**src/rtl/mpt_pkg.sv**
```systemverilog
// Shared types and constants for the mouse packet pointer tracker.
// No dependencies; imported by mpt_step, mouse_packet_pointer_tracker and the testbench.
`timescale 1ns / 1ps
`default_nettype none

package mpt_pkg;

  localparam int SIZE_W = 13;   // screen size register width
  localparam int PTR_W  = 12;   // pointer fields of a result
  localparam int ABS_W  = 16;   // absolute report coordinates

  localparam int SCREEN_WIDTH_RESET  = 640;
  localparam int SCREEN_HEIGHT_RESET = 480;

  localparam int IN_DATA_W  = 48;
  localparam int OUT_DATA_W = 24;
  localparam int CFG_IDX_W  = 2;

  typedef enum logic [1:0] {
    ACT_PS2      = 2'd0,
    ACT_SERIAL   = 2'd1,
    ACT_ABS      = 2'd2,
    ACT_RECENTER = 2'd3
  } mpt_action_t;

  typedef enum logic [1:0] {
    EV_MOVE       = 2'd0,
    EV_LEFT_DOWN  = 2'd1,
    EV_LEFT_UP    = 2'd2,
    EV_RIGHT_DOWN = 2'd3
  } mpt_event_t;

  localparam logic [CFG_IDX_W-1:0] CFG_SCREEN_WIDTH  = 2'd0;
  localparam logic [CFG_IDX_W-1:0] CFG_SCREEN_HEIGHT = 2'd1;

  typedef struct packed {
    mpt_action_t        action;
    logic [7:0]         data_byte;
    logic [ABS_W-1:0]   abs_x;
    logic [ABS_W-1:0]   abs_y;
    logic               abs_left;
    logic               abs_right;
  } mpt_item_t;

  typedef struct packed {
    mpt_event_t         event_kind;
    logic [PTR_W-1:0]   pos_x;
    logic [PTR_W-1:0]   pos_y;
  } mpt_result_t;

  // Button and packet assembler state.
  typedef struct packed {
    logic       left_held;
    logic       right_held;
    logic [1:0] ps2_count;
    logic [1:0] serial_count;
  } mpt_ctrl_t;

  // Write strobes for the two stored bytes of each assembler.
  typedef struct packed {
    logic ps2_we;
    logic serial_we;
    logic idx;
  } mpt_wr_t;

endpackage

`default_nettype wire

```
**src/rtl/mpt_step.sv**
```systemverilog
// Next-state and result logic for one accepted item of the pointer tracker.
// Depends on mpt_pkg for item, result and control types.
`timescale 1ns / 1ps
`default_nettype none

module mpt_step import mpt_pkg::*; #(
  parameter int COORD_BITS = 12
) (
  input  mpt_item_t              item,
  input  mpt_ctrl_t              ctrl,
  input  logic [COORD_BITS-1:0]  cursor_x,
  input  logic [COORD_BITS-1:0]  cursor_y,
  input  logic [1:0][7:0]        ps2_bytes,
  input  logic [1:0][7:0]        serial_bytes,
  input  logic [SIZE_W-1:0]      screen_width,
  input  logic [SIZE_W-1:0]      screen_height,
  output mpt_ctrl_t              ctrl_next,
  output logic [COORD_BITS-1:0]  cursor_x_next,
  output logic [COORD_BITS-1:0]  cursor_y_next,
  output mpt_wr_t                byte_wr,
  output logic                   has_result,
  output mpt_result_t            result
);

  localparam int V_W   = 18;
  localparam int LIM_W = 16;
  localparam logic [LIM_W-1:0] COORD_MAX = LIM_W'((1 << COORD_BITS) - 1);

  function automatic logic [COORD_BITS-1:0] clamp_coord(
    input logic signed [V_W-1:0] v,
    input logic [SIZE_W-1:0]     size
  );
    logic [LIM_W-1:0] lim;
    logic [V_W-1:0]   res;
    lim = (size == '0) ? '0 : LIM_W'(size - SIZE_W'(1));
    if (lim > COORD_MAX) lim = COORD_MAX;
    if (v[V_W-1]) res = '0;
    else if (V_W'(v) > V_W'(lim)) res = V_W'(lim);
    else res = V_W'(v);
    return COORD_BITS'(res);
  endfunction

  function automatic logic [COORD_BITS-1:0] half_coord(input logic [SIZE_W-1:0] size);
    logic [LIM_W-1:0] h;
    h = LIM_W'(size >> 1);
    if (h > COORD_MAX) h = COORD_MAX;
    return COORD_BITS'(h);
  endfunction

  logic signed [V_W-1:0] cx_ext, cy_ext;
  logic signed [V_W-1:0] ps2_dx, ps2_dy, ser_dx, ser_dy, abs_xe, abs_ye;
  logic [7:0]            ser_x_raw, ser_y_raw;
  logic [1:0]            ser_count;

  logic                  report;
  logic signed [V_W-1:0] rep_x, rep_y;
  logic                  rep_left, rep_right;
  logic [COORD_BITS-1:0] new_x, new_y;
  mpt_event_t            kind;

  assign cx_ext = signed'({{(V_W-COORD_BITS){1'b0}}, cursor_x});
  assign cy_ext = signed'({{(V_W-COORD_BITS){1'b0}}, cursor_y});

  // PS/2 deltas are 9-bit two's complement with the sign in the status byte.
  assign ps2_dx = signed'({{(V_W-8){ps2_bytes[0][4]}}, ps2_bytes[1]});
  assign ps2_dy = signed'({{(V_W-8){ps2_bytes[0][5]}}, item.data_byte});

  // Serial deltas carry their top two bits in the first byte of the packet.
  assign ser_x_raw = {serial_bytes[0][1:0], serial_bytes[1][5:0]};
  assign ser_y_raw = {serial_bytes[0][3:2], item.data_byte[5:0]};
  assign ser_dx    = signed'({{(V_W-8){ser_x_raw[7]}}, ser_x_raw});
  assign ser_dy    = signed'({{(V_W-8){ser_y_raw[7]}}, ser_y_raw});

  assign abs_xe = signed'({{(V_W-ABS_W){item.abs_x[ABS_W-1]}}, item.abs_x});
  assign abs_ye = signed'({{(V_W-ABS_W){item.abs_y[ABS_W-1]}}, item.abs_y});

  // A serial byte with bit 6 set always restarts the packet.
  assign ser_count = item.data_byte[6] ? 2'd0 : ctrl.serial_count;

  always_comb begin
    ctrl_next     = ctrl;
    cursor_x_next = cursor_x;
    cursor_y_next = cursor_y;
    byte_wr       = '0;
    report        = 1'b0;
    rep_x         = '0;
    rep_y         = '0;
    rep_left      = 1'b0;
    rep_right     = 1'b0;

    case (item.action)
      ACT_PS2: begin
        if (ctrl.ps2_count == 2'd0 && !item.data_byte[3]) begin
          // Out of sync: wait for a byte that can open a packet.
        end else if (ctrl.ps2_count < 2'd2) begin
          byte_wr.ps2_we      = 1'b1;
          byte_wr.idx         = ctrl.ps2_count[0];
          ctrl_next.ps2_count = ctrl.ps2_count + 2'd1;
        end else begin
          ctrl_next.ps2_count = 2'd0;
          // Packets with either overflow bit are dropped.
          if (ps2_bytes[0][7:6] == 2'b00) begin
            report    = 1'b1;
            rep_x     = cx_ext + ps2_dx;
            rep_y     = cy_ext - ps2_dy;
            rep_left  = ps2_bytes[0][0];
            rep_right = ps2_bytes[0][1];
          end
        end
      end
      ACT_SERIAL: begin
        ctrl_next.serial_count = ser_count;
        if (!item.data_byte[6] && ser_count == 2'd0) begin
          // Continuation byte with no packet open.
        end else if (ser_count < 2'd2) begin
          byte_wr.serial_we      = 1'b1;
          byte_wr.idx            = ser_count[0];
          ctrl_next.serial_count = ser_count + 2'd1;
        end else begin
          ctrl_next.serial_count = 2'd0;
          report    = 1'b1;
          rep_x     = cx_ext + ser_dx;
          rep_y     = cy_ext + ser_dy;
          rep_left  = serial_bytes[0][5];
          rep_right = serial_bytes[0][4];
        end
      end
      ACT_ABS: begin
        report    = 1'b1;
        rep_x     = abs_xe;
        rep_y     = abs_ye;
        rep_left  = item.abs_left;
        rep_right = item.abs_right;
      end
      ACT_RECENTER: begin
        cursor_x_next = half_coord(screen_width);
        cursor_y_next = half_coord(screen_height);
      end
      default: begin
      end
    endcase

    new_x = clamp_coord(rep_x, screen_width);
    new_y = clamp_coord(rep_y, screen_height);

    if (rep_left && !ctrl.left_held) kind = EV_LEFT_DOWN;
    else if (!rep_left && ctrl.left_held) kind = EV_LEFT_UP;
    else if (rep_right && !ctrl.right_held) kind = EV_RIGHT_DOWN;
    else kind = EV_MOVE;

    has_result = 1'b0;
    if (report) begin
      cursor_x_next        = new_x;
      cursor_y_next        = new_y;
      ctrl_next.left_held  = rep_left;
      ctrl_next.right_held = rep_right;
      has_result = (kind != EV_MOVE) || (new_x != cursor_x) || (new_y != cursor_y);
    end

    result.event_kind = kind;
    result.pos_x      = PTR_W'(new_x);
    result.pos_y      = PTR_W'(new_y);
  end

endmodule

`default_nettype wire

```
**src/rtl/mouse_packet_pointer_tracker.sv**
```systemverilog
// Top level of the mouse packet pointer tracker: stream ports, state and result register.
// Depends on mpt_pkg and mpt_step.
`timescale 1ns / 1ps
`default_nettype none

// The tracker takes one request per clock cycle on the slave stream: a PS/2 mouse
// byte, a serial mouse byte, an absolute pointer report or a recenter command, chosen
// by s_tuser. Each request is captured in an input register, from which a single pass
// of logic assembles packets, clamps the pointer to the screen and writes at most one
// result into the output register. Sustained throughput is one request per cycle; the
// only stall comes from the output register, which holds a result until m_tready takes
// it, and only a request that produces a result waits for it.
// Requests that give no result (partial packets, dropped PS/2 packets, recenter, or
// a move that leaves the pointer where it was) still update the state and never
// stall. The screen size registers are written through the cfg channel, which is
// always ready; they should be changed only while the tracker is idle, and new
// values apply from the next packet on without moving the pointer. After reset the
// pointer sits at the middle of a 640 by 480 screen.

module mouse_packet_pointer_tracker import mpt_pkg::*; #(
  parameter int COORD_BITS = 12
) (
  input  logic                  clk,
  input  logic                  rst,

  input  logic                  s_tvalid,
  output logic                  s_tready,
  // [7:0] data_byte, [23:8] abs_x, [39:24] abs_y, [40] abs_left, [41] abs_right,
  // [47:42] zero
  input  logic [IN_DATA_W-1:0]  s_tdata,
  // [1:0] action
  input  logic [1:0]            s_tuser,

  output logic                  m_tvalid,
  input  logic                  m_tready,
  // [11:0] pos_x, [23:12] pos_y
  output logic [OUT_DATA_W-1:0] m_tdata,
  // [1:0] event_kind
  output logic [1:0]            m_tuser,

  input  logic                  cfg_valid,
  output logic                  cfg_ready,
  input  logic [CFG_IDX_W-1:0]  cfg_index,
  input  logic [SIZE_W-1:0]     cfg_data
);

  localparam int CMAX   = (1 << COORD_BITS) - 1;
  localparam int HALF_W = SCREEN_WIDTH_RESET / 2;
  localparam int HALF_H = SCREEN_HEIGHT_RESET / 2;
  localparam logic [COORD_BITS-1:0] CURSOR_X_RESET = COORD_BITS'((HALF_W > CMAX) ? CMAX : HALF_W);
  localparam logic [COORD_BITS-1:0] CURSOR_Y_RESET = COORD_BITS'((HALF_H > CMAX) ? CMAX : HALF_H);

  // Configuration registers.
  logic [SIZE_W-1:0] screen_width;
  logic [SIZE_W-1:0] screen_height;

  // Tracker state.
  logic [COORD_BITS-1:0] cursor_x, cursor_y;
  mpt_ctrl_t             ctrl;
  logic [1:0][7:0]       ps2_bytes;
  logic [1:0][7:0]       serial_bytes;

  // Input register.
  logic      in_valid;
  mpt_item_t in_item;

  // Output register.
  mpt_result_t out_res;

  // Step logic outputs.
  mpt_ctrl_t             ctrl_next;
  logic [COORD_BITS-1:0] cursor_x_next, cursor_y_next;
  mpt_wr_t               byte_wr;
  logic                  step_has_result;
  mpt_result_t           step_result;

  logic out_free;
  logic in_adv;

  assign cfg_ready = 1'b1;

  always_ff @(posedge clk) begin
    if (rst) begin
      screen_width  <= SIZE_W'(SCREEN_WIDTH_RESET);
      screen_height <= SIZE_W'(SCREEN_HEIGHT_RESET);
    end else if (cfg_valid && cfg_ready) begin
      case (cfg_index)
        CFG_SCREEN_WIDTH:  screen_width  <= cfg_data;
        CFG_SCREEN_HEIGHT: screen_height <= cfg_data;
        default: begin
        end
      endcase
    end
  end

  // The input stage moves on whenever its request yields no result, or the
  // output register is empty or being emptied in this cycle.
  assign out_free = !m_tvalid || m_tready;
  assign in_adv   = in_valid && (!step_has_result || out_free);
  assign s_tready = !in_valid || in_adv;

  always_ff @(posedge clk) begin
    if (rst) begin
      in_valid <= 1'b0;
    end else if (s_tvalid && s_tready) begin
      in_valid <= 1'b1;
    end else if (in_adv) begin
      in_valid <= 1'b0;
    end
  end

  always_ff @(posedge clk) begin
    if (s_tvalid && s_tready) begin
      in_item.action    <= mpt_action_t'(s_tuser);
      in_item.data_byte <= s_tdata[7:0];
      in_item.abs_x     <= s_tdata[23:8];
      in_item.abs_y     <= s_tdata[39:24];
      in_item.abs_left  <= s_tdata[40];
      in_item.abs_right <= s_tdata[41];
    end
  end

  mpt_step #(
    .COORD_BITS(COORD_BITS)
  ) u_step (
    .item          (in_item),
    .ctrl          (ctrl),
    .cursor_x      (cursor_x),
    .cursor_y      (cursor_y),
    .ps2_bytes     (ps2_bytes),
    .serial_bytes  (serial_bytes),
    .screen_width  (screen_width),
    .screen_height (screen_height),
    .ctrl_next     (ctrl_next),
    .cursor_x_next (cursor_x_next),
    .cursor_y_next (cursor_y_next),
    .byte_wr       (byte_wr),
    .has_result    (step_has_result),
    .result        (step_result)
  );

  always_ff @(posedge clk) begin
    if (rst) begin
      cursor_x <= CURSOR_X_RESET;
      cursor_y <= CURSOR_Y_RESET;
      ctrl     <= '0;
    end else if (in_adv) begin
      cursor_x <= cursor_x_next;
      cursor_y <= cursor_y_next;
      ctrl     <= ctrl_next;
    end
  end

  // Packet byte stores are always written before they are read.
  always_ff @(posedge clk) begin
    if (in_adv && byte_wr.ps2_we) begin
      ps2_bytes[byte_wr.idx] <= in_item.data_byte;
    end
    if (in_adv && byte_wr.serial_we) begin
      serial_bytes[byte_wr.idx] <= in_item.data_byte;
    end
  end

  always_ff @(posedge clk) begin
    if (rst) begin
      m_tvalid <= 1'b0;
    end else if (in_adv && step_has_result) begin
      m_tvalid <= 1'b1;
    end else if (m_tready) begin
      m_tvalid <= 1'b0;
    end
  end

  always_ff @(posedge clk) begin
    if (in_adv && step_has_result) begin
      out_res <= step_result;
    end
  end

  assign m_tdata = {out_res.pos_y, out_res.pos_x};
  assign m_tuser = 2'(out_res.event_kind);

  // A stalled result must never be overwritten by a new one.
  a_no_overwrite: assert property (@(posedge clk) disable iff (rst)
    (m_tvalid && !m_tready) |-> !(in_adv && step_has_result))
    else $error("result register overwritten while stalled");

  // An accepted request is always held in the input register next cycle.
  a_capture: assert property (@(posedge clk) disable iff (rst)
    (s_tvalid && s_tready) |=> in_valid)
    else $error("accepted request not captured");

  // Recenter never produces a result.
  a_recenter_silent: assert property (@(posedge clk) disable iff (rst)
    (in_valid && in_item.action == ACT_RECENTER) |-> !step_has_result)
    else $error("recenter produced a result");

  // Packet assemblers never hold more than two bytes.
  a_count_range: assert property (@(posedge clk) disable iff (rst)
    in_adv |=> (ctrl.ps2_count != 2'd3) && (ctrl.serial_count != 2'd3))
    else $error("packet byte count out of range");

endmodule

`default_nettype wire

```
**config.mk**
```make
export PLATFORM = sky130hd
export DESIGN_NAME = mouse_packet_pointer_tracker
export DESIGN_NICKNAME = d
export VERILOG_FILES = /design/src/rtl/mpt_pkg.sv /design/src/rtl/mpt_step.sv /design/src/rtl/mouse_packet_pointer_tracker.sv
export SDC_FILE = /design/constraint.sdc
export NUM_CORES = 1
export LEC_CHECK = 0
export BUFFER_PORTS_ARGS = -buffer_cell sky130_fd_sc_hd__buf_2
export CORE_MARGIN = 10
export CORE_UTILIZATION = 55
export DETAILED_ROUTE_END_ITERATION = 10
export PLACE_DENSITY_LB_ADDON = 0.08
export SETUP_SLACK_MARGIN = 0.4
export SLEW_MARGIN = 20
export SYNTH_ARGS = -nofsm -noshare
export SYNTH_HDL_FRONTEND = slang
export SYNTH_HIERARCHICAL = 1
export SYNTH_SLANG_ARGS = --single-unit
```
**constraint.sdc**
```tcl
create_clock -name clk -period 7.1 [get_ports clk]
set_input_delay 1.775 -clock clk [delete_from_list [all_inputs] [get_ports clk]]
set_output_delay 1.775 -clock clk [all_outputs]
set_load 0.005 [all_outputs]
```
==> results of run 1 <==
[registers in the layout (all words and copies together) (netlist names)]
signal	cells
ctrl	6
cursor_x	12
cursor_y	12
in_item	44
in_valid	1
m_tdata	24
m_tuser	2
m_tvalid	1
ps2_bytes	14
screen_height	13
screen_width	13
serial_bytes	12
[per-stage QoR]
stage	util (%)	hold WS [ns]
6_report	68.8	0.515
2_1_floorplan	-	0.445
4_1_cts	68.4	0.513
3_3_place_gp	64.7	0.478
3_5_place_dp	64.7	0.502
5_1_grt	68.8	0.535
[layer usage]
layer  part of all wire, %  global-route usage (%)  up-vias  wire length (um)
met1                    42                    30.7     4614             14000
met5                     0                       0        -                 0
met2                    49                    43.0      379             16300
li1                      -                       -     4838                 -
met4                   3.3                    8.48        0              1110
met3                   6.1                    3.99       57              2050
[layout by cell type (no fill, tap or decap), drive strengths merged, types with 5 or more instances in the layout]
cell	count
conb	9
o21ai	41
nand2b	60
o21bai	7
nor4	7
xnor2	39
nand3b	11
buf	224
inv	61
clkbuf	24
or3	5
and2	12
nor2b	11
o221ai	8
nand2	132
a211oi	23
edfxtp	96
a222oi	6
mux2i	60
a21oi	120
o31ai	6
or4	5
nand3	17
dfxtp	58
and3	6
a21o	13
a22o	5
nor2	96
nand4	13
nor3b	11
xor2	23
ha	88
o21a	12
a21boi	5
a31oi	6
o211ai	6
nor3	16
[critical path, cell delays in order, from the launching register on]
cell	delay, ns
dfxtp_1	0.45
ha_1	0.29
or2_2	0.28
a21oi_1	0.24
a21oi_1	0.10
and4b_1	0.23
nor3_2	0.29
o21ai_0	0.15
ha_1	0.33
o21ai_1	0.14
nor2_1	0.06
a2111o_1	0.41
a221oi_2	0.34
a41oi_2	0.10
a311oi_2	0.33
o221ai_1	0.16
nand4b_1	0.26
or4_4	0.58
nor4_4	0.15
a41oi_2	0.16
nand3_1	0.13
buf_2	0.12
[final timing paths]
kind	to	slack, ns
min	ctrl[2]	0.51
max reg2reg	serial_bytes[3]	0.75
min reg2reg	ctrl[2]	0.51
max	s_tready	-0.40
[area by class of cell]
class                           count  area, sq um
Timing Repair Buffer              224         1480
Fill cell                        1621         6130
Sequential cell                   154         4060
Clock inverter                      8          104
Multi-Input combinational cell    959         6830
Inverter                           58          218
Clock buffer                       24          504
Tap cell                          265          332
[what timing repair did]
item	CTS	global route
resized for setup	26	10
pin swaps	23	7
endpoints found under the setup margin	1	66
gates cloned	0	0
buffers inserted	4	5
hold buffers	0	0
endpoints found under the hold margin	0	0
[power groups by stage]
stage | Sequential [uW] | Combinational [uW] | Clock, uW
global route | 1010 | 510 | 1000
detailed placement | 1030 | 441 | 0
finish | 1010 | 467 | 944
global placement | 1030 | 435 | 0
CTS | 1010 | 452 | 958
floorplan | 1020 | 283 | 0
==> results by group, run 1 <==
Outcome
  – Status: complete, but fails checks
  – Violated checks: setup timing

Worst hold path
  – Hold_sp: ctrl[2]
  – Hold crit path type: reg -> reg
  – Depth of the worst hold-timing path: 2

Timing
  – Setup slack after layout: -0.399 ns
  – Final Max Tran Viols: 0
  – RSZ-0062 raised after global routing: yes
  – Endpoints failing setup: 1
  – Highest Clock Rate: 0.133 GHz
  – Setup_tns: -0.399 ns
  – Post-layout min period: roughly 7.5 ns
  – Worst-Margin Slew: between 0.8 and 0.9 ns
  – Final hold vios: 0
  – Part of the cycle the worst path needs: 106%
  – Setup Skew: between 0.01 and 0.015 ns
  – Slew HR: 46.0%

Cells and area
  – Layout Cells excl Fill: 1,692
  – Nets@finish: 1,576
  – N_diodes: 0
  – Share of layout cells above drive strength 1: between 20% and 30%
  – Non-Filler Cell Area, Final: 13,500 sq um
  – Area Overhead vs Synth: 21.6%

Place
  – Placer Congestion: 0.947
  – Inst Count DP: 1,651
  – Port buffer count: 91
  – Place WS: -0.155 ns
  – Placement Cell Area: ~13,000 sq um
  – Hpwl dp: 25,300 um

Routing
  – Initial detailed-routing violation count: 744
  – Final wirelength: 33,400 um
  – Vias: 9,888
  – Vias/cell: 5.84
  – Drt pass-1 iters: 6
  – Final ANT Viol Nets: 0
  – DRC: 0
  – Wire per inst: about 20 um

GRT
  – Largest net degree at the start of global routing: 89
  – Total gr overflow: 0
  – First-pass GRT wire length: between 50,000 and 60,000 um
  – Initial antenna violation count: 0
  – Vias in the first global route: between 9,000 and 10,000
  – GRT Total Usage: 24.8%

Power
  – PD cells: 179 nW/um^2
  – LEAKAGE: 0.00583 uW
  – Psw: approximately 660 uW
  – Sw frac: 27.2%
  – Flop pwr share: between 40% and 50%
  – Internal power: 1760 uW
  – Final Power: approximately 2400 uW
  – Logic gate share of total power: 19.3%
  – VDD IR max: 0.180 mV
  – Power share of the clock group: 39.0%

Die
  – Die Area: 26,300 sq um
  – Core area: 19,700 sq um
  – Starting Density: 56.6%
  – Die width: between 150 and 200 um
  – Die Span Y: between 150 and 200 um
  – I/O Pins: between 90 and 100
  – Row count: 51

Critical path
  – WP data required: 5.33 ns
  – CP Data Arrival Time: 5.72 ns
  – Crit path max fanout: 3
  – Critical Path Start: cursor_x[5]
  – Critical Path End Type: primary output
  – Reg-to-Reg Start: cursor_x[5]
  – R2R cell count: 22
  – Startpoint class of the critical path: flip-flop
  – Critical path class: reg -> out

Synthesis
  – Synth warn: 6
  – Number of standard cells after synthesis: between 1,000 and 1,500
  – Synth Cell Area: around 11,000 sq um
  – Post-Syn Area per Cell: 9.14 sq um

Clock tree
  – Clock Tree Root: clkbuf_16
  – Clock Path Buffers: 2
  – CTS H-tree lvls: 4
  – Clock sink count: 154
  – CTS tree: yes
  – Worst-skew pair later-pin latency: 0.43 ns
  – CTS clk-pin slew, worst paths: ~0.060 ns
  – CTS Buf Count: 17

Flow run
  – Total of max-cap violations: 0
Note: power is estimated with default switching activity, not from simulation.
==> run 2, diff against run 1 <==
--- a/config.mk
+++ b/config.mk
@@ -5,9 +5,10 @@
 export SDC_FILE = /design/constraint.sdc
 export NUM_CORES = 1
 export LEC_CHECK = 0
+export ABC_AREA = 1
 export BUFFER_PORTS_ARGS = -buffer_cell sky130_fd_sc_hd__buf_2
 export CORE_MARGIN = 10
-export CORE_UTILIZATION = 55
+export CORE_UTILIZATION = 56
 export DETAILED_ROUTE_END_ITERATION = 10
 export PLACE_DENSITY_LB_ADDON = 0.08
 export SETUP_SLACK_MARGIN = 0.4
==> run 2 against run 1 <==
The run now ends clean. Die area is 4.8% higher. Clock power is 4.8% higher. Synthesized cell count is 40% higher. Via count is 22% higher. Clock skew is 0.0022 ns higher. Sequential share of layout area is 2.0 points lower. Maximum frequency is 10% higher. Design area is 6.9% higher. Worst setup slack better by 0.70 ns. Flip-flop and latch count stayed put. Utilization hardly changed. Count of clock-buffer cells in the layout is 7 lower. Critical path type unchanged. Highest routed layer unchanged.
==> results by group, run 2 <==
Die
  – Die Span Y: 166 um
  – Die width: 166 um
  – Core area: 21,000 sq um
  – Row count: between 50 and 60
  – Die Area: between 20,000 and 30,000 sq um
  – Starting Density: 56.8%
  – I/O Pins: 99

Synthesis
  – Synth Cell Area: around 12,000 sq um
  – Post-Syn Area per Cell: 7.03 sq um
  – Number of standard cells after synthesis: roughly 1,700
  – Synth warn: 6

Timing
  – Setup_tns: 0 ns
  – Final hold vios: 0
  – Setup Skew: approximately 0.013 ns
  – Part of the cycle the worst path needs: 95.7%
  – Final Max Tran Viols: 0
  – Endpoints failing setup: 0
  – Worst-Margin Slew: 0.948 ns
  – Post-layout min period: 6.79 ns
  – Highest Clock Rate: about 0.15 GHz
  – RSZ-0062 raised after global routing: yes
  – Slew HR: 36.4%

Power
  – VDD IR max: 0.144 mV
  – PD cells: roughly 190 nW/um^2
  – LEAKAGE: approximately 0.0072 uW

Cells and area
  – Commonest non-fill, non-tap cell in the layout: nand2_1
  – Nets@finish: just over 2,000
  – Reg with most FFs: in_item
  – Commonest cells after routing, fill and taps aside: 409 x nand2_1, 223 x inv_1, 169 x nor2_1, 148 x nand3_1, 103 x a21oi_1
  – N_diodes: 0
  – Layout Cells excl Fill: 2,170
  – Area Overhead vs Synth: 21.1%
  – Max FFs per register: 44
  – Share of layout cells above drive strength 1: 20.6%

Critical path
  – Slowest stage cell on the critical path: edfxtp_1
  – Crit path capture: s_tready
  – Critical path's top delay family: simple AND/OR/NAND/NOR gates
  – Startpoint class of the critical path: flip-flop
  – Reg-to-Reg End: cursor_y[8]
  – FF-to-FF setup slack: 0.39 ns
  – Critical path class: reg -> out
  – Critical Path End Type: primary output
  – Crit path buf inv count: 5
  – WP data required: 5.33 ns
  – Worst path depth: 35
  – Reg-to-Reg Start: in_item[34]
  – Critical Path Max Stage Delay: between 0.4 and 0.5 ns
  – R2R cell count: 53
  – Critical Path Start: in_item[34]
  – Crit path max fanout: 5
  – Top cell by count, worst path: nand2_1
  – CP Data Arrival Time: between 5 and 6 ns

Outcome
  – Status: complete, no violations

GRT
  – Initial antenna violation count: 0
  – GRT Total Usage: 25.6%
  – Total gr overflow: 0
  – Largest net degree at the start of global routing: 59
  – First-pass GRT wire length: 57,600 um
  – Vias in the first global route: between 10,000 and 15,000

Routing
  – Wire per inst: 17.3 um
  – Drt pass-1 iters: 5
  – Vias/cell: 5.57
  – Final wirelength: 37,500 um
  – Final ANT Viol Nets: 0
  – Initial detailed-routing violation count: 1,006
  – Vias: 12,100
  – DRC: 0

Place
  – Inst Count DP: 2,057
  – Placer Congestion: 0.940
  – Hpwl dp: 26,500 um
  – Port buffer count: 91

Clock tree
  – Hold Buf Count CTS: 0
  – Clock sink count: 154
  – CTS H-tree lvls: 4
  – CTS tree: yes
  – Clock Tree Root: clkbuf_16
  – CTS clk-pin slew, worst paths: 0.07 ns
  – CTS Buf Count: 17
  – Worst-skew pair later-pin latency: 0.44 ns
  – Clock Path Buffers: 2

Flow run
  – Total of max-cap violations: 0

Worst hold path
  – Hold crit path type: reg -> reg
-- run 2: cell type report --
| class | instances | area (sq um) |
|---|---|---|
| timing repair buffer | 207 | 1410 |
| sequential | 154 | 4060 |
| inverter | 240 | 906 |
| clock buffer | 17 | 425 |
| clock inverter | 15 | 198 |
| multi-input combinational | 1262 | 7120 |
| fill | 1757 | 6560 |
| tap | 275 | 344 |
-- run 2: metal layers --
layer,vias to the layer above,share of wire (%),track usage (%)
met4,0,3.1,8.51
met1,5580,41,31.1
met3,76,5.8,3.57
met2,468,50,45.5
li1,5969,-,-
met5,-,0,0
-- run 2: power by group --
group          total, uW  leakage [uW]  internal, uW  switching (uW)
registers           1030       0.00138           994            40.4
clock network        989      0.000301           568             421
logic                700       0.00551           283             417
total               2720       0.00719          1840             878
-- run 2: worst min-delay path by stage --
stage / start / end / slack (ns) / depth (start not counted)
2_1_floorplan: in_item[41] / ps2_bytes[15] / 0.45 / 0
3_3_place_gp: screen_width[1] / screen_width[1] / 0.47 / 2
3_5_place_dp: screen_width[1] / screen_width[1] / 0.47 / 2
4_1_cts: screen_width[1] / screen_width[1] / 0.49 / 2
5_1_grt: ctrl[1] / ctrl[1] / 0.52 / 2
6_report: screen_width[1] / screen_width[1] / 0.49 / 2
-- run 2: metrics by stage --
| stage | power [uW] | utilization (%) | cell area [sq um] | hold slack, ns | setup slack, ns |
|---|---|---|---|---|---|
| 2_1_floorplan | 1440 | - | 12000 | 0.445 | 1.20 |
| 3_3_place_gp | 1590 | 60.7 | 12800 | 0.466 | 0.456 |
| 3_5_place_dp | 1600 | 60.7 | 12800 | 0.471 | 0.370 |
| 4_1_cts | 2650 | 66.4 | 14000 | 0.486 | 0.389 |
| 5_1_grt | 2850 | 68.8 | 14500 | 0.524 | 0.0278 |
| 6_report | 2720 | 68.8 | 14500 | 0.485 | 0.306 |
-- run 2: tightest hold or removal path, cell delays in order (launching register included) --
cell,delay [ns]
dfxtp_1,0.33
nor2_1,0.05
nor2_1,0.08
-- run 2: timing repair --
| action | in CTS | in global routing |
|---|---|---|
| gates cloned | 0 | 0 |
| buffers inserted | 58 | 23 |
| endpoints found under the setup margin | 1 | 5 |
| gates resized for setup | 45 | 88 |
| pin swaps | 31 | 40 |
